## src/hdl/fla_pkg.sv

```systemverilog
`timescale 1ns / 1ps

package fla_pkg;

  // port field widths
  localparam int unsigned OP_W    = 2;
  localparam int unsigned IDX_W   = 10;
  localparam int unsigned CNT_W   = 11;
  localparam int unsigned ST_W    = 2;

  // register port
  localparam int unsigned PADDR_W = 3;
  localparam int unsigned PDATA_W = 32;
  localparam logic [CNT_W-1:0] POOL_SIZE_RST = 11'd1024;
  localparam logic REG_POOL_SIZE = 1'b0;

  typedef enum logic [OP_W-1:0] {
    OP_ALLOC  = 2'd0,
    OP_FREE   = 2'd1,
    OP_FIND   = 2'd2,
    OP_REINIT = 2'd3
  } op_e;

  typedef enum logic [ST_W-1:0] {
    ST_OK        = 2'd0,
    ST_EMPTY     = 2'd1,
    ST_BAD_FREE  = 2'd2,
    ST_NOT_FOUND = 2'd3
  } status_e;

  typedef enum logic [1:0] {
    S_IDLE  = 2'd0,
    S_EXEC  = 2'd1,
    S_SCAN  = 2'd2,
    S_SDONE = 2'd3
  } state_e;

  // used-bit ram read address source
  typedef enum logic [1:0] {
    RD_INPUT = 2'd0,
    RD_HELD  = 2'd1,
    RD_NEXT  = 2'd2
  } rd_sel_e;

  typedef struct packed {
    logic    accept;
    logic    commit;
    logic    scan_run;
    logic    load_srch;
    rd_sel_e rd_sel;
  } cmd_t;

  typedef struct packed {
    logic out_free;
    logic scan_done;
  } sts_t;

endpackage

```

## src/hdl/fla_ctrl.sv

```systemverilog
`timescale 1ns / 1ps

module fla_ctrl (
  input  logic          clk_i,
  input  logic          rst_ni,
  input  logic          in_valid_i,
  input  fla_pkg::op_e  op_i,
  input  fla_pkg::sts_t sts_i,
  output logic          in_ready_o,
  output fla_pkg::cmd_t cmd_o
);

  fla_pkg::state_e state_q, state_d;

  always_ff @(posedge clk_i or negedge rst_ni) begin
    if (!rst_ni) begin
      state_q <= fla_pkg::S_IDLE;
    end else begin
      state_q <= state_d;
    end
  end

  // next state
  always_comb begin
    state_d = state_q;
    case (state_q)
      fla_pkg::S_IDLE: begin
        if (in_valid_i) begin
          state_d = (op_i == fla_pkg::OP_FIND) ? fla_pkg::S_SCAN : fla_pkg::S_EXEC;
        end
      end
      fla_pkg::S_EXEC: begin
        if (sts_i.out_free) begin
          state_d = fla_pkg::S_IDLE;
        end
      end
      fla_pkg::S_SCAN: begin
        if (sts_i.scan_done) begin
          state_d = fla_pkg::S_SDONE;
        end
      end
      fla_pkg::S_SDONE: begin
        if (sts_i.out_free) begin
          state_d = fla_pkg::S_IDLE;
        end
      end
      default: state_d = fla_pkg::S_IDLE;
    endcase
  end

  // commands
  always_comb begin
    in_ready_o       = 1'b0;
    cmd_o.accept     = 1'b0;
    cmd_o.commit     = 1'b0;
    cmd_o.scan_run   = 1'b0;
    cmd_o.load_srch  = 1'b0;
    cmd_o.rd_sel     = fla_pkg::RD_HELD;
    case (state_q)
      fla_pkg::S_IDLE: begin
        in_ready_o   = 1'b1;
        cmd_o.accept = in_valid_i;
        cmd_o.rd_sel = fla_pkg::RD_INPUT;
      end
      fla_pkg::S_EXEC: begin
        cmd_o.commit = sts_i.out_free;
      end
      fla_pkg::S_SCAN: begin
        cmd_o.scan_run = 1'b1;
        cmd_o.rd_sel   = fla_pkg::RD_NEXT;
      end
      fla_pkg::S_SDONE: begin
        cmd_o.load_srch = sts_i.out_free;
      end
      default: begin
        in_ready_o = 1'b0;
      end
    endcase
  end

endmodule

```

## config.mk

```make
export PLATFORM = sky130hd
export DESIGN_NAME = fla_ctrl
export DESIGN_NICKNAME = d
export VERILOG_FILES = /design/src/hdl/fla_pkg.sv /design/src/hdl/fla_ctrl.sv
export SDC_FILE = /design/constraint.sdc
export NUM_CORES = 1
export LEC_CHECK = 0
export BUFFER_PORTS_ARGS = -buffer_cell sky130_fd_sc_hd__buf_2
export CAP_MARGIN = 20
export CORE_AREA = 2 2 39 41
export DETAILED_ROUTE_END_ITERATION = 6
export DIE_AREA = 0 0 41 43
export RECOVER_POWER = 25
export SLEW_MARGIN = 20
export SYNTH_ARGS = -nofsm -noshare
export SYNTH_HDL_FRONTEND = slang
export SYNTH_SLANG_ARGS = --single-unit
```

## constraint.sdc

```tcl
create_clock -name clk_i -period 2.7 [get_ports clk_i]
set_input_delay 0.135 -clock clk_i [delete_from_list [all_inputs] [get_ports clk_i]]
set_output_delay 0.135 -clock clk_i [all_outputs]
set_load 0.01 [all_outputs]
```

After elaboration in Yosys (flattened, before gate mapping)
Index checks and enable logic that the tools add are counted.
Word-level totals
  logic and storage cells: 22
  input port bits: 7
  register bits after elaboration: 2
  output and inout bits: 7
Cells by class
  reductions and logical operators: 3
  equal/unequal tests: 7
  multiplexer cells: 11
Operator list (number)
  2-bit 2-to-1 mux: 4
  2-bit == test (second input constant): 3
  2-bit case mux with 3 select lines: 1
  1-bit 2-to-1 mux: 5
  2-bit != test (second input constant): 2
  2-bit case mux with 2 select lines: 1
  3-bit AND reduction: 1
  2-bit by 1-bit == test with 1-bit output (second input constant): 1
  2-bit zero test: 1
  2-bit by 1-bit != test with 1-bit output (second input constant): 1
  2-bit OR reduction: 1

Depth between registers and ports, before layout
  word-level depth: 4
  depth in mapped cells: 3
  gate-level depth less buffers: 3

Worst setup path before layout
No wires, ideal clock.
  kind: register -> output
  from: register state_q[0]
  to: output cmd_o[5] (netlist bit)
  buffers on the path: 0
  setup slack: 1.710 ns
  cell stages (with the launch flop): 3
  arrival time: 0.855 ns
  cells stage by stage: dfrtp_1 nor2_1 and2_1
RTL lines
  from (decl): RTL line fla_ctrl.sv:13  | fla_pkg::state_e state_q, state_d;
  from (signal assigned): RTL line fla_ctrl.sv:17  | state_q <= fla_pkg::S_IDLE;
  from (signal assigned): RTL line fla_ctrl.sv:19  | state_q <= state_d;
  to (decl): RTL line fla_ctrl.sv:10  | output fla_pkg::cmd_t cmd_o

==> flow_metrics.tcl <==
set metrics [dict create \
    cp-start-kind "register" \
    relSlewSlack_pct 83.12 \
    slew_violations 0 \
    h-tree-depth 1 \
    grt_setup_unrepaired "no" \
    internal_power_w 0.0001545 \
    yosys-top-cells-area "dfrtp_1, nand2b_1, nor2b_1" \
    tns_ps 0 \
    syn-num-nets 25 \
    crit_path_end_kind "output port" \
    vias 175 \
    worst_r2r_path_depth 3 \
    path_class "register to output port" \
    dr.first_iter.drc_count 1 \
    tightest_slew_ps 253.3 \
    max-cap-violations 0 \
    hold_end "state_q[0]" \
    final_antenna_net_count 0 \
    worstReg2RegStart "state_q[1]" \
    nNetsFinal 43 \
    drt_pass1_iterations 3 \
    synth_warnings 0 \
    initial_core_util_pct 10.04 \
    routed_wl_um 391 \
    netlist_instances 18 \
    drc 0 \
    finalPower_w 0.0002591 \
    gp_congestion 0.7216 \
    worstPathMaxFanout 9 \
    fin_util_pct 18.17 \
    synth_top_area_cell "dfrtp_1" \
    cp.required_ps 2570 \
    status "complete, no violations" \
    pwr-share-seq_pct 28.7 \
    seq_area_um2 50.05 \
    setup_viol_count_final 0 \
    post_cts_buffers 0 \
    port_buffers 13 \
    yosysTopAreaCellShare_pct 36.04 \
    viasPerCell 3.500 \
    die_y_um 43 \
    gr-total-overflow 0 \
    worst-r2r-setup-slack_ps 1720 \
    area_delta_synth_final_pct 81.08 \
    power_leakage_nw 0.1346 \
    clock_latency_ps 230 \
    top_regs "state_q x2" \
    hold_class "input port to register" \
    grt_pass1_vias 154 \
    synth_seq_cells 2 \
    multi_input_area_um2 81.33 \
    synth_cell_types 13 \
    die_x_um 41 \
    wl_per_cell_um 7.820 \
    r2r-end "state_q[0]" \
    top_register "state_q" \
    largest_reg_flops 2 \
    synth_edf_count 0 \
    core-area_mm2 0.001384 \
    whs_path_depth 2 \
    clock-sinks 2 \
    fin_skew_ps 1.539 \
    n_fill_cell 155 \
    drive_above_1_share_pct 47.06 \
    p_sw_share_pct 40.35 \
    p_switching_w 0.0001045 \
    avgSynthCellArea_um2 7.716 \
    syn_area_um2 138.9 \
    post_cts_resized 0 \
    grt_max_degree 10 \
    ir_drop_mv 0.3208 \
    synth-seq-area-share_pct 36.04 \
    grt_pass1_wl_um 627 \
    ys.flop_type "dfrtp_1" \
    cts_tree "built" \
    crit_start "state_q[0]" \
    max_clock_freq_mhz 822.0 \
    clkSlewWorstSetupHoldPaths_ps 30 \
    antennaDiodeCount 0 \
    hold_viol 0 \
    antenna_found_initial 0 \
    critPathArrivalTime_ps 1080 \
    std_cell_rows 14 \
    synthArstFlopShare_pct 100.0 \
    die-area_mm2 0.001763 \
    cts_buffer_depth 2 \
    worstHoldStart "sts_i[1]" \
    track_usage_pct 7.229 \
    cts_buffers 3 \
    powerDensity_mw_per_mm2 1030 \
    pin_count 14 \
    synth_commonest_cells "a21oi_1, dfrtp_1, nand2b_1, nor2_1, nor2b_1" \
    post-route-period-util_pct 45.06 \
    root_buffer "clkbuf_4" \
    clkPwrFrac_pct 26.3 \
    period_minus_slack_ps 1217 \
    combPwrFrac_pct 45.0 \
]
-- logic make-up after synthesis --
group / synth area share [%]
buffers and inverters: 5.400
AO/OA/AOI/OAI: 17.12
AND/OR/NAND/NOR: 41.44
flip-flops: 36.04
-- layout make-up --
cell class | count | share of cell area (%)
Sequential cell | 2 | 19.90
Tap cell | 16 | 7.960
Multi-Input combinational cell | 14 | 32.34
Timing Repair Buffer | 14 | 29.35
Inverter | 1 | 1.493
Clock buffer | 3 | 8.955
-- power groups by stage --
stage,registers (W),logic (W),clock network [W]
3_3_place_gp,0.0000746,0.000116,0
2_1_floorplan,0.0000679,0.0000755,0
5_1_grt,0.0000792,0.000133,0.0000790
3_5_place_dp,0.0000751,0.000118,0
4_1_cts,0.0000747,0.000119,0.0000724
6_report,0.0000744,0.000117,0.0000681
-- critical path, stage by stage, from the launching register on --
cell and delay (ps):
dfrtp_1 450, nor2_1 150, and2_1 130, buf_2 120
-- routing by layer --
layer / GRT usage, % / vias to the layer above / share of wire, %
li1: - / 93 / -
met1: 6.431 / 66 / 41
met2: 5.938 / 14 / 42
met3: 4.712 / 2 / 12
met4: 16.00 / 0 / 3.6
met5: 0 / - / 0
-- timing repair --
| action | in CTS | in global routing |
|---|---|---|
| hold buffers | 1 | 0 |
| endpoints found under the hold margin | 2 | 0 |
| endpoints found under the setup margin | 0 | 0 |
-- through the flow --
stage	hold WS, ps	instances	worst slack [ps]	instance area, um2
3_5_place_dp	-77.81	46	1714	220.2
2_1_floorplan	-160.6	18	1710	138.9
5_1_grt	148.0	50	1408	251.5
3_3_place_gp	-80.35	46	1731	220.2
6_report	124.2	50	1483	251.5
4_1_cts	120.9	50	1466	252.7
-- cell usage in the layout, fill, tap and decap left out --
cell,n
buf_2,12
clkbuf_4,3
nor2b_1,2
nor2_1,2
nand2b_1,2
a21oi_1,2
dfrtp_1,2
nor2b_2,1
and3_1,1
nand2_1,1
and2_1,1
a221oi_1,1
inv_1,1
o21ai_1,1
dlygate4sd3_1,1
clkbuf_1,1
-- how the worst max path moves through the flow --
stage	slack, ps	end	cells past startpoint
after CTS	1470	cmd_o[5]	3
after floorplan	1710	cmd_o[5]	2
after global placement	1730	state_q[0]	3
after global routing	1410	cmd_o[5]	3
after detailed placement	1710	state_q[0]	3
final	1480	cmd_o[5]	3
No activity file was read; power rests on OpenSTA's default activity.
